$ cat config.mk
export PLATFORM = sky130hd
export DESIGN_NAME = msfir_ctrl
export DESIGN_NICKNAME = d
export VERILOG_FILES = /design/src/msfir_pkg.sv /design/src/msfir_ctrl.sv
export SDC_FILE = /design/constraint.sdc
export NUM_CORES = 1
export LEC_CHECK = 0
export BUFFER_PORTS_ARGS = -buffer_cell sky130_fd_sc_hd__buf_2
export CORE_ASPECT_RATIO = 0.7
export CORE_UTILIZATION = 56
export DETAILED_ROUTE_END_ITERATION = 8
export PLACE_DENSITY = 0.8
export SKIP_LAST_GASP = 1
export SLEW_MARGIN = 20
export SYNTH_ARGS = -nofsm -noshare
export SYNTH_HDL_FRONTEND = slang
export SYNTH_SLANG_ARGS = --single-unit
$ cat constraint.sdc
create_clock -name clk -period 2.3 [get_ports clk]
set_input_delay 0.115 -clock clk [delete_from_list [all_inputs] [get_ports clk]]
set_output_delay 0.115 -clock clk [all_outputs]
set_load 0.03 [all_outputs]
$ cat src/msfir_pkg.sv
// ----------------------------------------------------------------------------
// msfir_pkg
// Shared constants, register codes and control structs for the multichannel
// symmetric FIR filter.
// ----------------------------------------------------------------------------
package msfir_pkg;

    localparam int MAX_TAPS     = 256;
    localparam int MAX_CHANNELS = 8;
    localparam int SAMPLE_BITS  = 24;
    localparam int COEF_BITS    = 24;

    localparam int TAP_W      = $clog2(MAX_TAPS);
    localparam int CH_W       = $clog2(MAX_CHANNELS);
    localparam int CNT_W      = TAP_W + 1;
    localparam int ADDR_W     = CH_W + TAP_W;
    localparam int SUM_W      = SAMPLE_BITS + 1;
    localparam int PROD_W     = SUM_W + COEF_BITS;
    localparam int ACC_W      = PROD_W + TAP_W + 1;
    localparam int CFG_IDX_W  = 2;
    localparam int CFG_DATA_W = COEF_BITS;

    // Configuration register indexes
    typedef enum logic [CFG_IDX_W-1:0] {
        REG_TAP_COUNT   = 2'd0,
        REG_SYMMETRIC   = 2'd1,
        REG_COEF_SELECT = 2'd2,
        REG_COEF_WORD   = 2'd3
    } cfg_reg_t;

    // Filter setup seen by controller and datapath
    typedef struct packed {
        logic [CNT_W-1:0] taps;     // clamped to MAX_TAPS
        logic             sym;
    } cfg_t;

    // Controller to datapath commands
    typedef struct packed {
        logic             accept;
        logic             step_valid;
        logic [TAP_W-1:0] step_idx;
        logic             round;
        logic             load_out;
    } dp_cmd_t;

    // Datapath to controller status
    typedef struct packed {
        logic pipe_busy;
        logic out_free;
    } dp_stat_t;

endpackage

$ cat src/msfir_ctrl.sv
// ----------------------------------------------------------------------------
// msfir_ctrl
// Sequencer: accepts a sample, steps the shared MAC over the taps, waits for
// the pipeline to drain, rounds and hands the result to the output register.
// ----------------------------------------------------------------------------
module msfir_ctrl (
    input  logic                clk,
    input  logic                rst_n,
    input  logic                in_valid,
    output logic                in_ready,
    input  msfir_pkg::cfg_t     cfg,
    input  msfir_pkg::dp_stat_t stat,
    output msfir_pkg::dp_cmd_t  cmd
);
    import msfir_pkg::*;

    typedef enum logic [4:0] {
        S_IDLE  = 5'b00001,
        S_RUN   = 5'b00010,
        S_FLUSH = 5'b00100,
        S_ROUND = 5'b01000,
        S_EMIT  = 5'b10000
    } state_t;

    state_t           state_reg, state_next;
    logic [TAP_W-1:0] step_reg, step_next;
    logic [CNT_W-1:0] n_steps;
    logic [CNT_W:0]   taps_up;

    // Folded mode runs ceil(taps/2) steps
    assign taps_up = {1'b0, cfg.taps} + (CNT_W+1)'(1);
    assign n_steps = cfg.sym ? taps_up[CNT_W:1] : cfg.taps;

    always_comb
    begin
        state_next     = state_reg;
        step_next      = step_reg;
        in_ready       = 1'b0;
        cmd.accept     = 1'b0;
        cmd.step_valid = 1'b0;
        cmd.step_idx   = step_reg;
        cmd.round      = 1'b0;
        cmd.load_out   = 1'b0;
        unique case (state_reg)
            S_IDLE:
            begin
                in_ready = 1'b1;
                if (in_valid)
                begin
                    cmd.accept = 1'b1;
                    step_next  = '0;
                    state_next = (n_steps == '0) ? S_FLUSH : S_RUN;
                end
            end
            S_RUN:
            begin
                cmd.step_valid = 1'b1;
                if ({1'b0, step_reg} == n_steps - CNT_W'(1))
                begin
                    state_next = S_FLUSH;
                end
                else
                begin
                    step_next = step_reg + TAP_W'(1);
                end
            end
            S_FLUSH:
            begin
                if (!stat.pipe_busy)
                begin
                    state_next = S_ROUND;
                end
            end
            S_ROUND:
            begin
                cmd.round  = 1'b1;
                state_next = S_EMIT;
            end
            S_EMIT:
            begin
                if (stat.out_free)
                begin
                    cmd.load_out = 1'b1;
                    state_next   = S_IDLE;
                end
            end
            default:
            begin
                state_next = S_IDLE;
            end
        endcase
    end

    always_ff @(posedge clk or negedge rst_n)
    begin
        if (!rst_n)
        begin
            state_reg <= S_IDLE;
            step_reg  <= '0;
        end
        else
        begin
            state_reg <= state_next;
            step_reg  <= step_next;
        end
    end

endmodule

==> results.toml, run 1 <==
[run_status]
result_of_the_run = "complete, but fails checks"
violations = "negative setup slack"

[timing]
unrepaired_setup_endpoints_after_global_routing = "yes"
post-route-period-util_pct = 103
fin_hold_ws_ns = 0.0392
finalSetupViolations = 9
worst_slew_pin_slew_ns = 0.474
finalClockSkew_ns = 0.00383
final_critical_delay_including_setup_and_external_delays_ns = 2.37
postLayoutSetupSlackWorst_ns = -0.0745
fin_setup_tns_ns = -0.443
slew-limit-headroom_pct = 67.9
finalHoldViolations = 0
maxClockFrequency_ghz = 0.421
timing_max_transition_violations_final = 0

[route]
postRouteAntennaNets = 0
wl_um = 4600
firstDrtPassIters = 5
drcViolationCount = 0
vias = 1798
drt_first_iter_violations = 227
wl_per_cell_um = 16.1
vias_per_cell = 6.29

[clock_network]
cts_sinks = 13
clk-insertion-delay-late_ns = 0.25
cts_root_buf = "clkbuf_8"
cts-root-to-sink-buffers = 2
clock_tree.htree_level_count = 1
tritoncts = "built"
cts_buffers = 3
worst_path_clk_slew_ns = 0.05

[floorplan]
die-area_mm2 = 0.00289
core-area_mm2 = 0.00250
dieHeight_um = 45.3
fp.dieW_um = 63.9
fp-row-count = 15
ioPinCount = 28
initial_utilization_pct = 60.1

[setup_path]
nature_of_the_critical_path_endpoint = "flop"
criticalPathCategory = "input pin to flop"
cell_chain_critical_path = "buf_8 > ha_4 > xnor2_2 > nor2_1 > a21oi_1 > ha_2 > nand3_2 > or4b_4 > a221oi_4 > o211ai_4 > o21ai_4 > mux2i_1"
worst_setup_path_start_kind = "input pin"
path_max_fanout = 8
cp_slowest_stage_delay_ns = 0.50
cp_data_required_time_ns = 2.46
worst_path_arrival_time_ns = 2.54
critical-path-top-delay-family = "compound AO/OA/AOI/OAI gates"
worstPathBufferInverterCount = 1
cp_slowest_cell = "or4b_4"

[global_routing]
grt_util_all_layers_pct = 33.4
grt_antenna_before_repair = 0
first_pass_grt_wire_length_um = 7400
grt_start_max_net_pins = 14
gr-total-overflow = 0
vias_in_the_first_global_route = 1549

[logic_synthesis]
asyncSetResetFlopFracSynth_pct = 100
syn_nets = 207
synth_compound_area_share_pct = 27.2
yosys.area_share.xor_xnor_pct = 7.01
synth_seq_area_share_pct = 21.8
synthCells = 189
synth-edff-count = 0
yosys.area_share.adder_pct = 2.50
synth_top_family_by_area = "simple AND/OR/NAND/NOR gates"
avg_cell_area_syn_um2 = 7.94
post_synthesis_share_of_cell_area_spent_on_and_or_nand_and_nor_gates_pct = 32.4
synthesis.area_mm2 = 0.00150
netlist-cell-type-count = 59
ys.flop_type = "dfrtp_1"
synth_warnings = 0
synth.mux.area_fraction_pct = 4.09
yosys_register_bits = 13

[layout]
design.final.nets = 271
num-fill-cells = 151
num_antenna_cells = 0
layout-drive-gt1-share_pct = 37.7
post-route-util_pct = 85.2
growth_of_design_area_from_synthesis_to_finish_pct = 41.8
largest_register_ffs = 8

[power_and_ir_drop]
vdd_drop_max_mv = 0.547
power_leakage_nw = 0.999
power.density_cell_area_mw_per_mm2 = 559

[place]
dp_hpwl_um = 3430
finalWeightedCongestion = 0.955
number_of_buffers_added_on_ports = 27

[worst_hold_path]
class_of_the_worst_hold_path = "input pin to flop"

[run]
timing.max_cap.violations = 0
-- where the power goes --
group	switching [mW]	internal, mW
Combinational	0.390	0.270
Sequential	0.0528	0.269
Clock	0.0855	0.123
Total	0.528	0.661
-- cell type report --
class / count / area, µm² / area share (%)
multi-input combinational: 157 / 1200 / 56.3
timing repair buffer: 67 / 474 / 22.3
sequential: 13 / 327 / 15.4
clock buffer: 4 / 45.0 / 2.12
tap: 34 / 42.5 / 2.00
inverter: 11 / 41.3 / 1.94
-- metal layers --
metal	part of all wire (%)	wire, µm	global-route usage (%)	up-vias
li1	-	-	-	850
met1	47	2150	47.2	845
met2	45	2090	54.9	93
met3	7.1	325	5.05	10
met4	0.74	34	5.91	0
met5	0	0	0	-
-- placed cells by master (no fill, tap or decap), types with 3 or more instances in the layout --
master	instances
xnor2_1	7
nand2_1	18
and3_1	8
nand4_1	3
inv_1	10
nor3_1	11
mux2i_1	4
a221oi_1	3
nor2_1	11
a21oi_1	10
dfrtp_1	12
nand3_1	6
clkbuf_8	3
and3b_1	3
nor4_1	3
xor2_1	3
a2bb2oi_1	3
o21ai_0	9
buf_2	25
buf_4	37
-- through the flow --
stage	total power, mW	worst slack [ns]	cells	instance area (µm²)
floorplan	0.724	-0.0267	189	1580
global placement	0.902	-0.263	279	1990
detailed placement	0.928	-0.371	279	1990
CTS	1.17	0.0118	285	2110
global route	1.25	-0.157	286	2130
finish	1.19	-0.0745	286	2130
-- cells by family (layout without fill, tap and decap cells) --
group	count (synthesis)	in the layout
fa+ha+maj	3	3
simple gates	86	86
xor+xnor	12	12
flops	13	13
buf+inv	19	82
mux	6	6
compound gates	50	50
-- synth_stat cells (2+ instances only) --
master | instances | area share (%)
a31oi_1 | 2 | 0.83
nor2b_1 | 2 | 0.83
nand2_1 | 18 | 4.5
clkbuf_1 | 4 | 1.0
nand3b_1 | 2 | 1.0
nor3_1 | 12 | 4.0
nand4_1 | 3 | 1.3
and4_1 | 2 | 1.2
buf_2 | 4 | 1.3
inv_1 | 10 | 2.5
a221o_1 | 2 | 1.3
mux2i_1 | 5 | 3.3
nor4_1 | 4 | 1.7
and3b_1 | 3 | 1.8
a2bb2oi_1 | 3 | 1.8
a21oi_1 | 10 | 3.3
nor2_1 | 11 | 2.8
a211oi_1 | 2 | 1.0
o21ai_0 | 9 | 3.0
xnor2_1 | 9 | 5.3
a221o_2 | 2 | 1.5
and3_1 | 8 | 3.3
nor3b_1 | 2 | 1.0
ha_1 | 3 | 2.5
nand3_1 | 7 | 2.3
a221oi_1 | 3 | 1.8
dfrtp_1 | 12 | 20
nand2b_1 | 2 | 0.83
xor2_1 | 3 | 1.8
-- final timing paths --
check | from | end | cells past startpoint | slack, ns
setup reg to reg | step_reg[6] | step_reg[1] | 6 | 0.17
setup / recovery | cfg[1] | step_reg[1] | 12 | -0.07
min in group asynchronous | rst_n | step_reg[7] | 2 | 0.29
hold / removal | stat[1] | state_reg[3] | 2 | 0.04
max in group asynchronous | rst_n | state_reg[0] | 2 | 1.73
hold reg to reg | state_reg[3] | state_reg[3] | 1 | 0.55
-- repair_timing --
item | CTS | global route
buffers inserted | 1 | 1
hold endpoints to repair | 12 | 0
pin swaps | 3 | 1
hold buffers | 1 | 0
gates resized for setup | 9 | 3
setup endpoints to repair | 10 | 10
(Power assumes the default switching activity.)
==> run 2: changes to the inputs <==
--- a/config.mk
+++ b/config.mk
@@ -6,10 +6,13 @@
 export NUM_CORES = 1
 export LEC_CHECK = 0
 export BUFFER_PORTS_ARGS = -buffer_cell sky130_fd_sc_hd__buf_2
+export CAP_MARGIN = 20
+export CELL_PAD_IN_SITES_DETAIL_PLACEMENT = 0
+export CELL_PAD_IN_SITES_GLOBAL_PLACEMENT = 2
 export CORE_ASPECT_RATIO = 0.7
-export CORE_UTILIZATION = 56
+export CORE_UTILIZATION = 32
 export DETAILED_ROUTE_END_ITERATION = 8
-export PLACE_DENSITY = 0.8
+export PLACE_DENSITY_LB_ADDON = 0.1
 export SKIP_LAST_GASP = 1
 export SLEW_MARGIN = 20
 export SYNTH_ARGS = -nofsm -noshare
==> constraint.sdc (replaced) <==
create_clock -name clk -period 2.3 [get_ports clk]
set_input_delay 0 -clock clk [delete_from_list [all_inputs] [get_ports clk]]
set_output_delay 0 -clock clk [all_outputs]
set_load 0.03 [all_outputs]
==> results.toml, run 2 (same netlist as run 1, synthesis figures left out) <==
[worst_hold_path]
class_of_the_worst_hold_path = "input pin to flop"

[run_status]
result_of_the_run = "complete, but fails checks"
violations = "design-rule violations"

[setup_path]
cell_chain_critical_path = "and4_1 > or4b_4 > a221oi_4 > o211ai_4 > o31ai_4 > a2bb2oi_1"
r2r_end = "step_reg[4]"
worst_setup_path_start_kind = "flop"
worstPathBufferInverterCount = 0
timing.reg2reg.setup_slack_ns = 0.04
criticalPathCategory = "flop to flop"
worst_path_arrival_time_ns = 2.44
crit_path_start = "step_reg[6]"
cp_slowest_cell = "or4b_4"
cp_slowest_stage_delay_ns = 0.49
reg2reg_from = "step_reg[6]"
path_max_fanout = 6
critical_path_cell_count = 6
crit_path_end = "step_reg[4]"
timing.reg2reg.worst_path_depth = 6
nature_of_the_critical_path_endpoint = "flop"
cp_data_required_time_ns = 2.48
critical-path-top-delay-family = "compound AO/OA/AOI/OAI gates"

[global_routing]
grt_start_max_net_pins = 14
grt_util_all_layers_pct = 19.3
vias_in_the_first_global_route = 1536
first_pass_grt_wire_length_um = 7460
gr-total-overflow = 0
grt_antenna_before_repair = 0

[floorplan]
dieHeight_um = 59.3
die-area_mm2 = 0.00497
initial_utilization_pct = 33.9
ioPinCount = 28
fp.dieW_um = 83.8
core-area_mm2 = 0.00443
fp-row-count = 20

[clock_network]
cts_sinks = 13
worst_path_clk_slew_ns = 0.06
clk-insertion-delay-late_ns = 0.25
tritoncts = "built"
cts_root_buf = "clkbuf_8"
clock_tree.htree_level_count = 1
cts_buffers = 3
cts-root-to-sink-buffers = 2

[layout]
post-route-util_pct = 47.5
final-instance-count-excl-fill = 301
design.final.nets = 265
design_area_mm2 = 0.00210
layout_commonest_cell = "buf_4"
growth_of_design_area_from_synthesis_to_finish_pct = 40.2
num_antenna_cells = 0
most-common-layout-cells = "buf_4 (31), buf_2 (25), nand2_1 (18)"
largest_register_ffs = 8
layout-drive-gt1-share_pct = 36.6

[timing]
finalClockSkew_ns = 0.00507
fin_setup_tns_ns = 0
unrepaired_setup_endpoints_after_global_routing = "yes"
finalHoldViolations = 0
maxClockFrequency_ghz = 0.442
final_critical_delay_including_setup_and_external_delays_ns = 2.26
post-route-period-util_pct = 98.4
worst_slew_pin_slew_ns = 0.470
timing_max_transition_violations_final = 0
slew-limit-headroom_pct = 68.7
finalSetupViolations = 0

[route]
vias_per_cell = 5.54
drcViolationCount = 4
firstDrtPassIters = 6
wl_um = 4610
vias = 1668
wl_per_cell_um = 15.3
drt_first_iter_violations = 89
postRouteAntennaNets = 0

[place]
dpl.cell_count = 293
total_cell_area_at_the_placement_stage_mm2 = 0.00191
finalWeightedCongestion = 0.862
number_of_buffers_added_on_ports = 27
dp_hpwl_um = 3610

[run]
timing.max_cap.violations = 0

[power_and_ir_drop]
vdd_drop_max_mv = 0.236
power_leakage_nw = 0.972
power.density_cell_area_mw_per_mm2 = 563
## run 2: routing by layer
layer | global-route usage (%) | wire length, µm | up-vias
met1 | 29.8 | 2570 | 799
met3 | 4.04 | 162 | 4
met4 | 2.22 | 25 | 0
li1 | - | - | 835
met5 | 0 | 0 | -
met2 | 28.2 | 1850 | 30
## run 2: worst min path at each step
stage	startpoint	end	slack (ns)	cells after the start
6_report	in_valid	state_reg[0]	0.12	5
5_1_grt	in_valid	state_reg[0]	0.16	5
4_1_cts	in_valid	state_reg[0]	0.12	5
3_5_place_dp	rst_n	step_reg[7]	-0.08	1
3_3_place_gp	rst_n	step_reg[7]	-0.1	1
2_1_floorplan	rst_n	state_reg[1]	-0.30	0
## run 2: cell type report
| class | instances | area [µm²] |
|---|---|---|
| Timing Repair Buffer | 61 | 415 |
| Multi-Input combinational cell | 157 | 1210 |
| Inverter | 11 | 41.3 |
| Fill cell | 449 | 2330 |
| Tap cell | 55 | 68.8 |
| Sequential cell | 13 | 327 |
| Clock buffer | 4 | 45.0 |
## run 2: tightest hold or removal path, delay by kind of cell
family | cells | cell delay [ns]
compound gates | 1 | 0.04
simple gates | 1 | 0.05
buf+inv | 3 | 0.28
## run 2: repair_timing
item	4_1_cts	5_1_grt
endpoints found under the setup margin	9	10
gates cloned	0	0
pin swaps	3	11
gates resized for setup	1	17
hold buffers	2	0
hold endpoints to repair	15	0
buffers inserted	1	1
## run 2: where the power goes
part | internal [mW] | leakage (nW) | switching, mW
clock | 0.123 | 0.0228 | 0.0956
combinational | 0.266 | 0.773 | 0.375
sequential | 0.268 | 0.175 | 0.0571
total | 0.657 | 0.972 | 0.527
## run 2: stage by stage
stage	setup slack, ns	hold WS (ns)	power [mW]
floorplan	0.00546	-0.296	0.718
global placement	-0.234	-0.0961	0.911
detailed placement	-0.310	-0.0805	0.927
CTS	0.0140	0.124	1.15
global route	-0.0803	0.157	1.27
finish	0.0365	0.125	1.18
==> run 3: changes to the inputs <==
==> constraint.sdc (replaced) <==
create_clock -name clk -period 2.6 [get_ports clk]
set_input_delay 0 -clock clk [delete_from_list [all_inputs] [get_ports clk]]
set_output_delay 0 -clock clk [all_outputs]
set_load 0.03 [all_outputs]
==> results.toml, run 3 (same netlist as run 1, synthesis figures left out) <==
[layout]
layout_commonest_cell = "buf_2"
most-common-layout-cells = "buf_2 (27), nand2_1 (18), nor3_1 (12), dfrtp_1 (12), nor2_1 (11)"
design.final.nets = 243
largest_register_ffs = 8
num_antenna_cells = 0
design_area_mm2 = 0.00182
growth_of_design_area_from_synthesis_to_finish_pct = 21.0
layout-drive-gt1-share_pct = 25.4

[global_routing]
vias_in_the_first_global_route = 1307
first_pass_grt_wire_length_um = 6630
gr-total-overflow = 0
grt_antenna_before_repair = 0
grt_util_all_layers_pct = 17.1
grt_start_max_net_pins = 14

[clock_network]
tritoncts = "built"
worst_path_clk_slew_ns = 0.06
cts_buffers = 3
cts_root_buf = "clkbuf_8"
cts_sinks = 13
clock_tree.htree_level_count = 1
clk-insertion-delay-late_ns = 0.25
cts-root-to-sink-buffers = 2

[run_status]
violations = "design-rule violations"
result_of_the_run = "complete, but fails checks"

[place]
finalWeightedCongestion = 0.867
dp_hpwl_um = 3230
place_ws_ns = 0.000559
number_of_buffers_added_on_ports = 27
total_cell_area_at_the_placement_stage_mm2 = 0.00175

[setup_path]
r2r_end = "step_reg[3]"
cp_data_required_time_ns = 2.77
cp_slowest_cell = "or4b_1"
critical-path-top-delay-family = "compound AO/OA/AOI/OAI gates"
worst_setup_path_start_kind = "input pin"
cell_chain_critical_path = "buf_2 > ha_1 > xnor2_1 > nor2_1 > a21oi_1 > ha_1 > nand3_1 > or4b_1 > a221oi_2 > o211ai_4 > o31ai_4 > a2bb2oi_1"
reg2reg_from = "step_reg[6]"
cp_slowest_stage_delay_ns = 0.52
timing.reg2reg.worst_path_depth = 6
criticalPathCategory = "input pin to flop"
path_max_fanout = 9
nature_of_the_critical_path_endpoint = "flop"
worst_path_arrival_time_ns = 2.52
cpMostUsedCell = "ha_1"
timing.reg2reg.setup_slack_ns = 0.50
worstPathBufferInverterCount = 1

[floorplan]
fp.dieW_um = 83.8
ioPinCount = 28
fp-row-count = 20
die-area_mm2 = 0.00497
core-area_mm2 = 0.00443
initial_utilization_pct = 33.9
dieHeight_um = 59.3

[worst_hold_path]
min_delay_startpoint = "stat[0]"
min_delay_worst_endpoint = "state_reg[4]"
worst_hold_path.num_cells = 3
class_of_the_worst_hold_path = "input pin to flop"

[route]
firstDrtPassIters = 6
drcViolationCount = 5
wl_per_cell_um = 14.4
postRouteAntennaNets = 0
vias_per_cell = 5.53
wl_um = 4020
vias = 1543
drt_first_iter_violations = 70

[timing]
finalHoldViolations = 0
timing_max_transition_violations_final = 0
slew-limit-headroom_pct = 66.1
unrepaired_setup_endpoints_after_global_routing = "no"
maxClockFrequency_ghz = 0.426
post-route-period-util_pct = 90.3
finalClockSkew_ns = 0.00173
postLayoutSetupSlackWorst_ns = 0.251
fin_setup_tns_ns = 0
fin_hold_ws_ns = 0.163
finalSetupViolations = 0
final_critical_delay_including_setup_and_external_delays_ns = 2.35
worst_slew_pin_slew_ns = 0.508

[power_and_ir_drop]
report.power.total_uw = 938
power.density_cell_area_mw_per_mm2 = 517
power_leakage_nw = 0.838
vdd_drop_max_mv = 0.256

[run]
timing.max_cap.violations = 0
[run 3: what timing repair did]
action / 4_1_cts / 5_1_grt
resized for setup: 0 / 0
hold buffers: 2 / 0
endpoints found under the hold margin: 15 / 0
setup buffers: 0 / 0
[run 3: per-layer routing]
layer | global-route usage (%) | wire length, µm | up-vias
li1 | - | - | 795
met1 | 27.4 | 2340 | 717
met2 | 22.8 | 1530 | 31
met3 | 3.34 | 143 | 0
met4 | 3.69 | 0 | 0
met5 | 0 | 0 | -
[run 3: layout make-up]
class                           instances  area [µm²]
Clock buffer                            3        41.3
Clock inverter                          1        5.00
Fill cell                             476        2610
Inverter                               11        41.3
Multi-Input combinational cell        157        1100
Sequential cell                        13         327
Tap cell                               55        68.8
Timing Repair Buffer                   39         230
[run 3: stage by stage]
stage | util (%) | std cells
6_report | 41.0 | 279
3_3_place_gp | 39.5 | 273
4_1_cts | 41.0 | 279
3_5_place_dp | 39.5 | 273
5_1_grt | 41.0 | 279
2_1_floorplan | - | 189
[run 3: worst max path at each step]
stage	from	to	slack (ns)	depth (start not counted)
2_1_floorplan	cfg[0]	step_reg[0]	0.22	10
3_3_place_gp	cfg[1]	step_reg[1]	0.09	12
3_5_place_dp	cfg[1]	step_reg[1]	0.0006	12
4_1_cts	cfg[1]	step_reg[1]	0.25	12
5_1_grt	cfg[1]	step_reg[4]	0.04	14
6_report	cfg[1]	step_reg[3]	0.25	12
[run 3: worst reg2reg max path: cells and delay by family (launching register included)]
family / cells / cell delay (ns)
AO/OA/AOI/OAI: 4 / 0.99
AND/OR/NAND/NOR: 2 / 0.68
flip-flops: 1 / 0.36
[run 3: power by group]
group	internal (mW)	switching, mW
Combinational	0.170	0.301
Clock	0.106	0.0813
Sequential	0.238	0.0424
Total	0.514	0.425
